--- src/rtl/cau_queue.sv ---
`default_nettype none
module cau_queue #(
    parameter int DW = 130
) (
    input  wire logic          aclk,
    input  wire logic          aresetn,
    input  wire logic          push,
    input  wire logic [DW-1:0] push_data,
    output logic               q_ready,
    input  wire logic          pop,
    output logic               q_valid,
    output logic [DW-1:0]      q_data
);

    logic [DW-1:0] mem_reg [0:1];
    logic          wr_ptr_reg, rd_ptr_reg;
    logic [1:0]    count_reg, count_next;

    assign q_ready = (count_reg != 2'd2);
    assign q_valid = (count_reg != 2'd0);
    assign q_data  = mem_reg[rd_ptr_reg];

    always_comb begin
        count_next = count_reg;
        if (push && !pop) begin
            count_next = count_reg + 2'd1;
        end else if (!push && pop) begin
            count_next = count_reg - 2'd1;
        end
    end

    always_ff @(posedge aclk) begin
        if (!aresetn) begin
            wr_ptr_reg <= 1'b0;
            rd_ptr_reg <= 1'b0;
            count_reg  <= 2'd0;
        end else begin
            count_reg <= count_next;
            if (push) begin
                wr_ptr_reg <= !wr_ptr_reg;
            end
            if (pop) begin
                rd_ptr_reg <= !rd_ptr_reg;
            end
        end
        if (push) begin
            mem_reg[wr_ptr_reg] <= push_data;
        end
    end

endmodule
`default_nettype wire

--- config.mk ---
export PLATFORM = sky130hd
export DESIGN_NAME = cau_queue
export DESIGN_NICKNAME = d
export VERILOG_FILES = /design/src/rtl/cau_queue.sv
export SDC_FILE = /design/constraint.sdc
export NUM_CORES = 1
export LEC_CHECK = 0
export BUFFER_PORTS_ARGS = -buffer_cell sky130_fd_sc_hd__buf_4
export CAP_MARGIN = 20
export CORE_MARGIN = 4
export CORE_UTILIZATION = 50
export CTS_CLUSTER_DIAMETER = 120
export DETAILED_ROUTE_END_ITERATION = 16
export PLACE_DENSITY = 0.8
export SLEW_MARGIN = 20
export SYNTH_ARGS = -nofsm -noshare
export SYNTH_HDL_FRONTEND = slang
export SYNTH_SLANG_ARGS = --single-unit
--- constraint.sdc ---
create_clock -name aclk -period 14.1 [get_ports aclk]
set_input_delay 2.115 -clock aclk [delete_from_list [all_inputs] [get_ports aclk]]
set_output_delay 2.115 -clock aclk [all_outputs]
set_load 0.1 [all_outputs]
### Word level (Yosys, flattened, before mapping)

Memories as Yosys holds them, arrays and structs flattened. A register that Yosys moved wholly into a read port is not among the register bits.
Cells that the tools add are included.

| storage, ports and cells | value |
|---|---|
| word-level logic and storage cells | 21 |
| RAM bits | 260 |
| bits in latches | 0 |
| ROM bits | 0 |
| register bits | 4 |
| memories kept | 1 |

Memories:

| name | depth | bits a word | rd ports | clocked after Yosys merged registers in | write ports | line | source |
|---|---|---|---|---|---|---|---|
| mem_reg | 2 | 130 | 1 | 1 | 1 | 15 | `logic [DW-1:0] mem_reg [0:1];` |

| cells by class | value |
|---|---|
| $lt $le $gt $ge | 0 |
| bitwise gates (word level) | 0 |
| $mul | 0 |
| muxes and demuxes | 6 |
| divide/modulo/power cells | 0 |
| add/subtract/negate cells | 2 |
| equal/unequal tests | 1 |
| shift-type cells | 0 |
| reduce and logical (&&, ||, !) cells | 8 |

Operators by type and width:

| operator | count |
|---|---|
| 1-bit zero test | 4 |
| 1-bit 2-to-1 mux | 4 |
| 2-bit 2-to-1 mux | 2 |
| 2-bit nonzero test | 2 |
| 2-bit by 1-bit adder with 2-bit output (second input constant) | 1 |
| 1-bit logical AND | 2 |
| 2-bit inequality test (second input constant) | 1 |
| 2-bit by 1-bit subtractor with 2-bit output (second input constant) | 1 |

### Logic depth before layout (Yosys ltp)

| logic depth | value |
|---|---|
| word-level depth | 4 |
| mapped depth | 5 |
| mapped depth without buffers | 5 |

### Worst setup path after synthesis

No wires, ideal clock.

| timing | value |
|---|---|
| path type | input port to flip-flop |
| from | input push |
| to | memory mem_reg[0][0], enable pin |
| buffers on the path | 0 |
| data required time | 13.464 ns |
| path slack | 5.684 ns |
| stages on the path | 1 |
| arrival time | 7.780 ns |
| cells stage by stage | nor2b_1 |

| on the way | value |
|---|---|
| cells in the longest elaborated chain, start to end | 2 |

Ends and longest elaborated chain:

| item | line | source |
|---|---|---|
| start: declaration | 7 | `input wire logic push,` |
| 1-bit 2-to-1 mux | 46 | `if (push) begin` |
| 1-bit 2-to-1 mux (not written as such) | 47 | `mem_reg[wr_ptr_reg] <= push_data;` |
| end: declaration | 15 |  |

Every way passes these cells.

==> results.tsv <==
stage	metric	value	unit
global_route	Total GRT Usage	16.9	%
timing	post-layout minimum cycle time	5.11	ns
hold_path	hold path endpoint	count_reg[1]$_SDFFE_PN0P_	
synth	Syn Nets	561	
synth	post-synthesis mux area share	15.2	%
critical_path	Critical Path RT	11.98	ns
hold_path	Hold Crit Start	count_reg[1]$_SDFFE_PN0P_	
floorplanning	FP Rows	50	
critical_path	critical path class	register to output pin	
job	Max Cap Violations	0	
critical_path	CP dominant cell by count	buf_4	
finish	area grow syn2layout	31.2	%
critical_path	CP peak stage delay	1.04	ns
clock_network	total CTS buffers	27	
placed_design	dpl ws	9.52	ns
route	Detail Route Antenna Nets	0	
critical_path	Critical R2R Launch	wr_ptr_reg$_SDFFE_PN0P_	
floorplanning	total core area	18800	sq um
synth	synth warn	0	
clock_network	H-tree levels	1	
finish	Largest register FFs	260	
clock_network	CTS-repair resized insts	0	
synth	Mapped Avg Cell Area	22.6	sq um
critical_path	R2R Setup Slk	11.68	ns
timing	FMAX	196	MHz
clock_network	hold_buf cts	0	
clock_network	CTS sink count	265	
global_route	first-pass GRT wire length	29.0	mm
pwr	power share of the clock group	31.0	%
placed_design	hpwl dp	12.7	mm
finish	Ant. Diodes	0	
global_route	GRT overflow	0	
timing	Final Hold Vio Count	0	
placed_design	input/output buffers	265	
critical_path	CP max-delay cell	dfxtp_4	
critical_path	r2r endpoint	mem_reg[0][64]$_DFFE_PP_	
critical_path	R2R cell count	3	
timing	Slew Viols, Final	0	
route	wire per inst	19.2	um
synth	register bit count reported by yosys	265	
floorplanning	IO Pins	266	
hold_path	Hold Crit Depth	2	
global_route	vias in the first global route	5393	
floorplanning	Die Ht	147	um
synth	main combinational cell family by area after synthesis	multiplexers	
critical_path	Worst path top cell family by delay	flip-flops	
route	routed vias	4944	
timing	setup TNS	0	ns
critical_path	Critical Path End Type	output pin	
pwr	P_int	1.38	mW
route	Iter 0 DRT Violations	234	
pwr	switching share of power	31.8	%
timing	Period Utilization, post-route	36.2	%
route	vias per inst	4.99	
synth	Synth cell types	18	
clock_network	Post-CTS Repair Setup Buffers	0	
pwr	combinational power share	23.1	%
timing	Fin Clk Skew	0.0184	ns
timing	slew margin rel.	29.3	%
route	Initial DRT Pass Iterations	4	
finish	final core occ	67.0	%
floorplanning	Die Width	147	um
critical_path	Crit path depth	3	
critical_path	worst-path fanout max	80	
clock_network	Root Driver	clkbuf_16	
outcome	status	complete, no violations	
hold_path	Worst Hold Class	register to register	
floorplanning	starting density of the core	51.1	%
critical_path	CP cell instances	buf_4 > mux2_2 > buf_4	
clock_network	deepest clock path buffer count	3	
synth	register area share after synthesis	82.2	%
clock_network	Reg clk slew, reported paths	0.06	ns
clock_network	TritonCTS clock tree	yes	
placed_design	Area after DPL	11800	sq um
floorplanning	die area	21500	sq um
finish	layout cells sized above 1	59.6	%
synth	Compound-Gate Fraction of Synth Area	0.208	%
global_route	largest net degree at the start of global routing	81	
timing	Slew @ Worst Pin	1.06	ns
pwr	Power Dens Cells	161	nW/um^2
finish	finished layout cell area	12600	sq um
clock_network	Clk Latency, worst-skew pair	0.52	ns
global_route	antenna violations before repair	0	
timing	# setup viols final	0	
synth	Adder-Cell Fraction of Synth Area	0.130	%
pwr	Sw Pwr	645	uW
timing	RSZ-0062 raised after global routing	false	
pwr	VDD IR max	0.137	mV
critical_path	Startpoint Class	register	
pwr	sequential group share of total power	45.9	%
synth	xor and xnor area share after synthesis	0.273	%
placed_design	GPL Wtd Cong	0.731	
route	final WL	19.0	mm
synth	Syn Inst Count	426	
synth	Post-Syn Area	9630	sq um
route	drt drc	0	
critical_path	crit path DAT	3.00	ns
synth	simple-gate share of the synthesized area	0.585	%
critical_path	CP Buf/Inv Count	2	
finish	nets	845	
pwr	Leak	4.70	nW
timing	Final WS setup	8.99	ns
-- worst min-delay path, stage by stage, from the launching register on --
cell and delay, ns:
dfxtp_1 0.32, o21ai_0 0.08, a21boi_0 0.09
-- layer usage --
| metal | up-vias | track usage [%] | part of all wire, % |
|---|---|---|---|
| met5 | - | 0 | 0 |
| met2 | 207 | 28.6 | 50 |
| met3 | 40 | 5.15 | 8.6 |
| met1 | 2431 | 21.0 | 39 |
| met4 | 0 | 5.08 | 2.6 |
| li1 | 2266 | - | - |
-- synthesized netlist by cell type --
cell	count	area [sq um]
inv_1	1	3.75
or3_1	1	6.26
buf_6	10	113
buf_2	3	15.0
ha_1	1	12.5
a21boi_0	1	7.51
nor2b_1	2	12.5
xnor2_1	1	8.76
mux2_2	130	1460
or2_2	1	6.26
buf_4	1	7.51
edfxtp_1	260	7810
and2_1	4	25.0
nand2b_1	1	6.26
xor2_1	2	17.5
dfxtp_1	5	100
o21ai_0	1	5.00
o21a_1	1	7.51
-- cell type report --
cell class | instances | area [sq um]
flip-flops and latches | 265 | 7910
fillers | 1225 | 6200
repair buffers | 269 | 2020
multi-input cells | 146 | 1590
clock buffers | 41 | 728
well taps | 260 | 325
clock inverters | 9 | 48.8
inverters | 1 | 3.75
-- through the flow --
stage | hold WS, ns | power, mW | instances
6_report | 0.542 | 2.03 | 991
5_1_grt | 0.590 | 2.10 | 991
4_1_cts | 0.548 | 2.05 | 991
3_5_place_dp | 0.537 | 1.42 | 941
3_3_place_gp | 0.486 | 1.41 | 941
2_1_floorplan | 0.473 | 1.31 | 426
-- power by group through the flow --
stage          Sequential [mW]  Combinational, mW  Clock (mW)
2_1_floorplan            0.940              0.375           0
3_3_place_gp             0.944              0.465           0
3_5_place_dp             0.947              0.470           0
4_1_cts                  0.931              0.472       0.645
5_1_grt                  0.934              0.482       0.680
6_report                 0.930              0.469       0.629
-- layout by cell type (no fill, tap or decap), types with 2 or more instances in the layout --
master / synthesis / routed
and2_1: 4 / 3
buf_4: 1 / 269
clkbuf_1: 0 / 14
clkbuf_16: 0 / 27
clkinv_1: 0 / 3
clkinv_2: 0 / 4
dfxtp_1: 5 / 4
edfxtp_1: 260 / 260
inv_6: 0 / 2
mux2_2: 130 / 130
xor2_1: 2 / 2
-- kinds of logic after synthesis --
logic type                 Yosys count
AOI/OAI and AO/OA                    3
xor gates and xnor gates             3
adders and majority gates            1
muxes                              130
DFF                                265
and+or+nand+nor                      9
buffers and inverters               15
-- worst max-delay path by stage --
| stage | start | endpoint | slack [ns] |
|---|---|---|---|
| 5_1_grt | register | q_data[92] | 8.83 |
| 3_5_place_dp | register | q_data[57] | 9.52 |
| 2_1_floorplan | push | mem_reg[0][0]$_DFFE_PP_ | 5.68 |
| 6_report | register | q_data[26] | 8.99 |
| 4_1_cts | register | q_data[26] | 8.94 |
| 3_3_place_gp | register | q_data[92] | 9.57 |
Note: power is estimated with default switching activity, not from simulation.
