File: config.mk
export PLATFORM = sky130hd
export DESIGN_NAME = cau_front
export DESIGN_NICKNAME = d
export VERILOG_FILES = /design/src/rtl/cau_pkg.sv /design/src/rtl/cau_front.sv
export SDC_FILE = /design/constraint.sdc
export NUM_CORES = 1
export LEC_CHECK = 0
export BUFFER_PORTS_ARGS = -buffer_cell sky130_fd_sc_hd__buf_2
export CORE_AREA = 2 2 104 106
export CTS_CLUSTER_DIAMETER = 30
export DETAILED_ROUTE_END_ITERATION = 7
export DIE_AREA = 0 0 106 108
export PLACE_DENSITY = 0.72
export SYNTH_ARGS = -nofsm -noshare
export SYNTH_HDL_FRONTEND = slang
export SYNTH_SLANG_ARGS = --single-unit
File: constraint.sdc
create_clock -name aclk -period 4.6 [get_ports aclk]
set_input_delay 0.69 -clock aclk [delete_from_list [all_inputs] [get_ports aclk]]
set_output_delay 0.69 -clock aclk [all_outputs]
set_load 0.01 [all_outputs]
File: src/rtl/cau_pkg.sv
`default_nettype none
package cau_pkg;

    localparam int WORD_BITS_DEF = 32;
    localparam int FRAC_BITS_DEF = 16;

    localparam logic [1:0] OP_ADD = 2'd0;
    localparam logic [1:0] OP_SUB = 2'd1;
    localparam logic [1:0] OP_MUL = 2'd2;
    localparam logic [1:0] OP_DIV = 2'd3;

    typedef enum logic [1:0] {
        KIND_ADD,
        KIND_SUB,
        KIND_MUL,
        KIND_DIV
    } kind_t;

endpackage
`default_nettype wire

File: src/rtl/cau_front.sv
`default_nettype none
module cau_front #(
    parameter int W = cau_pkg::WORD_BITS_DEF
) (
    input  wire logic             aclk,
    input  wire logic             aresetn,
    input  wire logic             in_valid,
    output logic                  in_ready,
    input  wire logic [1:0]       in_op,
    input  wire logic [4*W-1:0]   in_operands,
    output logic                  push,
    input  wire logic             q_ready,
    output logic [4*W+1:0]        push_data
);

    logic             f_valid_reg, f_valid_next;
    logic [4*W+1:0]   f_data_reg;
    cau_pkg::kind_t   kind;

    always_comb begin
        case (in_op)
            cau_pkg::OP_ADD: kind = cau_pkg::KIND_ADD;
            cau_pkg::OP_SUB: kind = cau_pkg::KIND_SUB;
            cau_pkg::OP_MUL: kind = cau_pkg::KIND_MUL;
            cau_pkg::OP_DIV: kind = cau_pkg::KIND_DIV;
            default:         kind = cau_pkg::KIND_ADD;
        endcase
    end

    assign push      = f_valid_reg && q_ready;
    assign in_ready  = !f_valid_reg || q_ready;
    assign push_data = f_data_reg;

    always_comb begin
        f_valid_next = f_valid_reg;
        if (in_valid && in_ready) begin
            f_valid_next = 1'b1;
        end else if (push) begin
            f_valid_next = 1'b0;
        end
    end

    always_ff @(posedge aclk) begin
        if (!aresetn) begin
            f_valid_reg <= 1'b0;
        end else begin
            f_valid_reg <= f_valid_next;
        end
        if (in_valid && in_ready) begin
            f_data_reg <= {kind, in_operands};
        end
    end

endmodule
`default_nettype wire

# [After elaboration in Yosys (flattened, before gate mapping)]
# Cells that the tools add are included.
[op_classes] muxes=3 eq_ne=3 reduce_logical=6
[op_table] op="2-bit one-hot mux with 4 select lines" n=1
[op_table] op="2-bit equality test, second input constant" n=2
[op_table] op="2-bit by 1-bit equality test with 1-bit output, second input constant" n=1
[op_table] op="1-bit logical AND" n=2
[op_table] op="2-bit zero test" n=1
[op_table] op="1-bit two-way mux" n=2
[op_table] op="2-bit nonzero test" n=1
[op_table] op="1-bit zero test" n=1
[op_table] op="1-bit logical OR" n=1
[totals] wordCells=14 output_inout_bits=132 input_bits=134 register_bits=131

# [Longest topological paths before layout]
# Gate-level depths: netlist of run 1.
[depth] word_depth=4 ltp_mapped=2 ltp_nobuf=2

# [Worst setup path before layout of run 1]
# Ideal clock, no wire load.
[synth_timing] path_kind="input-to-reg" from="input port q_ready" to="register f_data_reg[0] (netlist: push_data[0]), enable pin" path_buffers=0 setup_slack_ps=2396 setup_ps=399 required_ps=4201 arrival_ps=1805 path_stages=2 path_cell_list="nand2b_4 -> and2_4"
[synth_between] elab_chain_len=2
[synth_lines] item="start, declared" line_no="cau_front.sv:12" text="input wire logic q_ready,"
[synth_lines] item="1-bit logical OR" line_no="cau_front.sv:31" text="assign in_ready = !f_valid_reg || q_ready;"
[synth_lines] item="1-bit logical AND" line_no="cau_front.sv:49" text="if (in_valid && in_ready) begin"
[synth_lines] item="end signal, assigned" line_no="cau_front.sv:50" text="f_data_reg <= {kind, in_operands};"
[synth_lines] item="end, declared" line_no="cau_front.sv:17" text="logic [4*W+1:0] f_data_reg;"
# Every way passes these cells.
# A chain may end at the register's enable or synchronous reset.

# [Worst setup path in the final report of run 1]
[layout_timing] from="register f_valid_reg" to="register f_data_reg[119] (netlist: push_data[119]), enable pin"
[layout_between] elab_chain_len=3
[layout_lines] item="start, declared" line_no="cau_front.sv:16" text="logic f_valid_reg, f_valid_next;"
[layout_lines] item="start signal, assigned" line_no="cau_front.sv:47" text="f_valid_reg <= f_valid_next;"
[layout_lines] item="1-bit zero test" line_no="cau_front.sv:31"
[layout_lines] item="1-bit logical OR" line_no="cau_front.sv:31"
[layout_lines] item="1-bit logical AND" line_no="cau_front.sv:49"
# Every way passes these cells.

==> out/metrics.cfg, run 1 <==
[synth]
synth.largest_area_cell = edfxtp_1
ys_seq_area_share_pct = 98.68
netlist_instances = 138
ys_ff_latch = 131
avgSynthCellArea_um2 = 28.81
synth_cell_types = 8
synth_top_cell_area_share_pct = 98.17
yosys_warnings = 0
synth_area_leaders = edfxtp_1 (98%), dfxtp_1 (0.50%), nand2b_4 (0.35%)
netlist_area_um2 = 3976
synthesis.nets = 272

[outcome]
run_status = finished, final reports clean

[clock_tree]
cts_resized = 0
clockBufferDepth = 2
clk_pin_slew_ns = 0.06
cts_setup_buffers = 0
numCtsBuffers = 17
cts_tree = done
cts_hold_buffers = 0
h-tree-depth = 4
insertion_delay_ns = 0.50
cts_sinks = 131
root_buffer = clkbuf_8

[routing]
drt_iter0_drc = 86
drc = 0
vias = 2405
wl_mm = 8.661
wl_per_cell_um = 15.17
drt.antenna.violating_nets = 0
drtPass1Iterations = 4
viasPerCell = 4.212

[final_layout]
layout.nets = 556
layout_commonest_cell = buf_2
drive_gt1_share_pct = 68.97
layout_common_cells = buf_2 (265), edfxtp_1 (130), clkbuf_16 (16)
num_antenna_cells = 0
syn_to_final_growth_pct = 52.55
largest_reg_flops = 130

[critical_path]
worstSetupEndpointType = flip-flop
start_kind = flip-flop
cpPeakStageDelay_ns = 0.64
path_class = reg2reg
critical_path.top_delay_family = simple AND/OR/NAND/NOR gates
path_max_fanout = 61
cp.required_ns = 4.75
worst-path-buf-inv = 1
slowest_stage = and2_4
worstPathCellList = nand2b_4 > and2_4 > buf_4
crit_arrival_ns = 2.17

[hold_path]
hold_path.class = in2reg

[grt]
grt_pass1_vias = 2417
grt_pass1_wl_mm = 12.26
grt_max_degree = 62
grt.total_usage_pct = 15.14
grt_antenna_before_repair = 0
overflow = 0

[power_and_ir_drop]
vdd_drop_max_mv = 0.2140
pwr-share-comb_pct = 6.5
pwr-share-seq_pct = 48.7
internal_power_mw = 2.332
clockPowerShare_pct = 44.8
p_leak_nw = 2.623
sw_frac_of_total_pct = 19.65
powerDensity_nw_per_um2 = 478.5
p_switching_uw = 570.4

[sta]
grt_setup_unrepaired = false
tightest_slew_ns = 0.7776
slew_viol_final = 0
finClkSkew_ns = 0.005175
layout_min_cycle_time_ns = 2.026
worst_slack_ns = 2.574
max_freq_ghz = 0.4936
slew_headroom_pct = 48.16
setup-tns-final_ns = 0
hold_violations = 0
finalSetupViolations = 0
fin_crit_sh_pct = 44.04

[floorplanning]
die_y_um = 108
coreArea_um2 = 10230
io-pin-count = 266
initial_core_util_pct = 38.87
die_area_um2 = 11450
rows = 37
die_width_um = 106

[place]
gp_congestion = 0.7079
hpwl_mm = 6.525
io_buffers = 265
dp_worst_setup_slack_ns = 2.053

[run]
max-cap-violations = 0

[cells by family (layout without fill, tap and decap cells)]
logic type             count (synthesis)  after routing  share of synthesized area [%]
flip-flops                           131            131                          98.68
AND/OR/NAND/NOR                        3              3                         0.7552
buffers and inverters                  3            300                         0.2832
AO/OA/AOI/OAI                          1              1                         0.2832
[power by group through the flow]
stage	clock network, mW	registers [mW]	logic, mW
3_5_place_dp	0	1.44	0.193
3_3_place_gp	0	1.44	0.189
6_report	1.30	1.41	0.190
4_1_cts	1.33	1.41	0.194
2_1_floorplan	0	1.48	0.0243
5_1_grt	1.39	1.42	0.207
[routing by layer]
metal,vias to the layer above,share of wire (%),global-route usage [%]
met5,-,0,0
met4,0,1.3,7.519
met3,11,12,8.258
met2,162,53,25.94
met1,1105,34,14.91
li1,1127,-,-
[final timing paths]
kind	startpoint	end	slack [ns]	cells past startpoint
max	f_valid_reg	push_data[119]	2.57	3
min	in_operands[29]	push_data[29]	0.35	1
max reg2reg	f_valid_reg	push_data[119]	2.57	3
min reg2reg	f_valid_reg	f_valid_reg	0.52	2
[metrics by stage]
step	std cells	hold slack (ns)	util [%]	cell area [µm²]	power, mW
after global routing	571	0.3142	59.29	6066	3.018
final	571	0.3525	59.29	6066	2.902
after CTS	571	0.3277	59.29	6066	2.938
after detailed placement	539	0.5078	53.56	5480	1.632
after floorplan	138	0.4999	-	3976	1.503
after global placement	539	0.4872	53.56	5480	1.625
[Yosys cell counts]
master	number
dfxtp_1	1
and2_4	1
inv_1	1
nand2b_4	1
a21boi_2	1
clkbuf_1	2
and2_2	1
edfxtp_1	130
[final cells by class]
cell class                 count  area [µm²]
sequential                   131        3924
inverter                       1       3.754
clock buffer                  22       452.9
tap                          136       170.2
timing repair buffer         267        1341
clock inverter                10       132.6
fill                         799        4165
multi-input combinational      4       41.29
(Power assumes the default switching activity.)
==> inputs of run 2 (changes only) <==
--- a/config.mk
+++ b/config.mk
@@ -5,11 +5,12 @@
 export SDC_FILE = /design/constraint.sdc
 export NUM_CORES = 1
 export LEC_CHECK = 0
+export ABC_AREA = 1
 export BUFFER_PORTS_ARGS = -buffer_cell sky130_fd_sc_hd__buf_2
-export CORE_AREA = 2 2 104 106
+export CORE_MARGIN = 2
+export CORE_UTILIZATION = 37
 export CTS_CLUSTER_DIAMETER = 30
 export DETAILED_ROUTE_END_ITERATION = 7
-export DIE_AREA = 0 0 106 108
 export PLACE_DENSITY = 0.72
 export SYNTH_ARGS = -nofsm -noshare
 export SYNTH_HDL_FRONTEND = slang
==> constraint.sdc (replaced) <==
create_clock -name aclk -period 1.66 [get_ports aclk]
set_input_delay 0.249 -clock aclk [delete_from_list [all_inputs] [get_ports aclk]]
set_output_delay 0.249 -clock aclk [all_outputs]
set_load 0.01 [all_outputs]
==> run 2 against run 1 <==
The flow now stops in clock tree synthesis (4_1_cts). Synthesized area decreased by 0.16%. Synthesized cell count rose by 2.2%.
==> out/metrics.cfg, run 2 <==
[synth]
yosys_warnings = 0  ; unchanged
avgSynthCellArea_um2 = 28.16  ; was 28.81 µm²
ys_ff_latch = 131  ; unchanged
synthesis.nets = 275  ; was 272
synth.largest_area_cell = edfxtp_1  ; unchanged
synthArstFlopShare_pct = 0  ; unchanged
synth-main-ff-cell = edfxtp_1  ; unchanged
synth_area_leaders = edfxtp_1 (98%), dfxtp_1 (0.50%), inv_1 (0.38%)  ; was edfxtp_1 (98%), dfxtp_1 (0.50%), nand2b_4 (0.35%)
yosysMostFrequentCell = edfxtp_1  ; unchanged
synth_edf_count = 130  ; unchanged
ys_seq_area_share_pct = 98.83  ; was 98.68%
netlist_instances = 141  ; was 138
synth_cell_types = 8  ; unchanged
synth_common_cells = edfxtp_1 (130), inv_1 (4), clkbuf_1 (2)  ; was edfxtp_1 (130), clkbuf_1 (2)
netlist_area_um2 = 3970  ; was 3976 µm²
synth_top_cell_area_share_pct = 98.33  ; was 98.17%

[clock_tree]
h-tree-depth = 4  ; unchanged
clockBufferDepth = 2  ; unchanged
numCtsBuffers = 17  ; unchanged
cts_hold_buffers = 115  ; was 0
cts_setup_buffers = 0  ; unchanged
cts_sinks = 131  ; unchanged
root_buffer = clkbuf_8  ; unchanged
cts_resized = 0  ; unchanged

[floorplanning]
rows = 37  ; unchanged
die_y_um = 107.6  ; was 108 µm
die_width_um = 107.6  ; was 106 µm
initial_core_util_pct = 38.28  ; was 38.87%
io-pin-count = 266  ; unchanged

[outcome]
stop_stage = clock tree synthesis (4_1_cts)
run_status = aborted with a tool error  ; was finished, final reports clean
run.stop_error = [ERROR RSZ-0060] Max buffer count reached.

[place]
hpwl_mm = 6.618  ; was 6.525 mm
dp_worst_setup_slack_ns = 0.3400  ; was 2.053 ns
io_buffers = 265  ; unchanged
gp_congestion = 0.7247  ; was 0.7079

## run 2: cell types whose count changed after synthesis, sizes merged
cell | before | now
and2 | 2 | 0
nand2b | 1 | 0
nand2 | 0 | 2
a21oi | 0 | 2
a21boi | 1 | 0
inv | 1 | 4
## run 2: through the flow
step / instances / util, % / instance area, µm²
after global placement: 542 / 53.17 / 5514
after floorplan: 141 / - / 3985
after detailed placement: 542 / 53.17 / 5514
## run 2: cell families after synthesis
| family | share of synthesized area, % |
|---|---|
| compound gates | 0.3466 |
| flops | 98.83 |
| simple gates | 0.2521 |
| buf+inv | 0.5672 |
==> inputs of run 3 (changes only) <==
--- a/config.mk
+++ b/config.mk
@@ -8,10 +8,9 @@
 export ABC_AREA = 1
 export BUFFER_PORTS_ARGS = -buffer_cell sky130_fd_sc_hd__buf_2
 export CORE_MARGIN = 2
-export CORE_UTILIZATION = 37
-export CTS_CLUSTER_DIAMETER = 30
+export CORE_UTILIZATION = 40
 export DETAILED_ROUTE_END_ITERATION = 7
-export PLACE_DENSITY = 0.72
+export PLACE_DENSITY_LB_ADDON = 0.15
 export SYNTH_ARGS = -nofsm -noshare
 export SYNTH_HDL_FRONTEND = slang
 export SYNTH_SLANG_ARGS = --single-unit
==> constraint.sdc (replaced) <==
create_clock -name aclk -period 2.2 [get_ports aclk]
set_input_delay 0.33 -clock aclk [delete_from_list [all_inputs] [get_ports aclk]]
set_output_delay 0.33 -clock aclk [all_outputs]
set_load 0.01 [all_outputs]
==> run 3 against run 2 <==
The run again fails in clock tree synthesis (4_1_cts). Synthesized area did not move. Synthesized cell count did not move.
==> out/metrics.cfg, run 3 <==
[floorplanning]
die_width_um = 103.6  ; was 107.6 µm
io-pin-count = 266  ; unchanged
initial_core_util_pct = 40.99  ; was 38.28%
rows = 36  ; was 37
die_y_um = 103.6  ; was 107.6 µm

[synth]
synth-main-ff-cell = edfxtp_1  ; unchanged
synth.largest_area_cell = edfxtp_1  ; unchanged
synth_common_cells = edfxtp_1 (130), inv_1 (4), clkbuf_1 (2)  ; unchanged
synth_top_cell_area_share_pct = 98.33  ; unchanged
synthArstFlopShare_pct = 0  ; unchanged
netlist_area_um2 = 3970  ; unchanged
synth_edf_count = 130  ; unchanged
netlist_instances = 141  ; unchanged
ys_ff_latch = 131  ; unchanged
synth_cell_types = 8  ; unchanged
avgSynthCellArea_um2 = 28.16  ; unchanged
synth_area_leaders = edfxtp_1 (98%), dfxtp_1 (0.50%), inv_1 (0.38%)  ; unchanged
synthesis.nets = 275  ; unchanged
yosysMostFrequentCell = edfxtp_1  ; unchanged
yosys_warnings = 0  ; unchanged
ys_seq_area_share_pct = 98.83  ; unchanged

[outcome]
run.stop_error = [ERROR RSZ-0060] Max buffer count reached.  ; unchanged
stop_stage = clock tree synthesis (4_1_cts)  ; unchanged
run_status = aborted with a tool error  ; unchanged

[clock_tree]
cts_setup_buffers = 0  ; unchanged
root_buffer = clkbuf_8  ; unchanged
cts_hold_buffers = 115  ; unchanged
cts_sinks = 131  ; unchanged
clockBufferDepth = 2  ; unchanged
h-tree-depth = 4  ; unchanged
numCtsBuffers = 17  ; unchanged
cts_resized = 0  ; unchanged

[place]
gp_congestion = 0.7430  ; was 0.7247
io_buffers = 265  ; unchanged
dp_cells = 542  ; unchanged
hpwl_mm = 7.107  ; was 6.618 mm

-- run 3: per-stage QoR --
step | cell area [µm²] | util [%] | worst slack (ns) | setup TNS, ns | hold WS, ns
global placement | 5530 | 57.11 | 0.6724 | 0 | 0.4818
detailed placement | 5530 | 57.11 | 0.6801 | 0 | 0.4873
floorplan | 3983 | - | -0.7556 | -98.23 | 0.4289
-- run 3: logic make-up after synthesis --
| group | count (synthesis) | share of synthesized area, % |
|---|---|---|
| compound gates | 2 | 0.3466 |
| simple gates | 2 | 0.2521 |
| flops | 131 | 98.83 |
| buf+inv | 6 | 0.5672 |
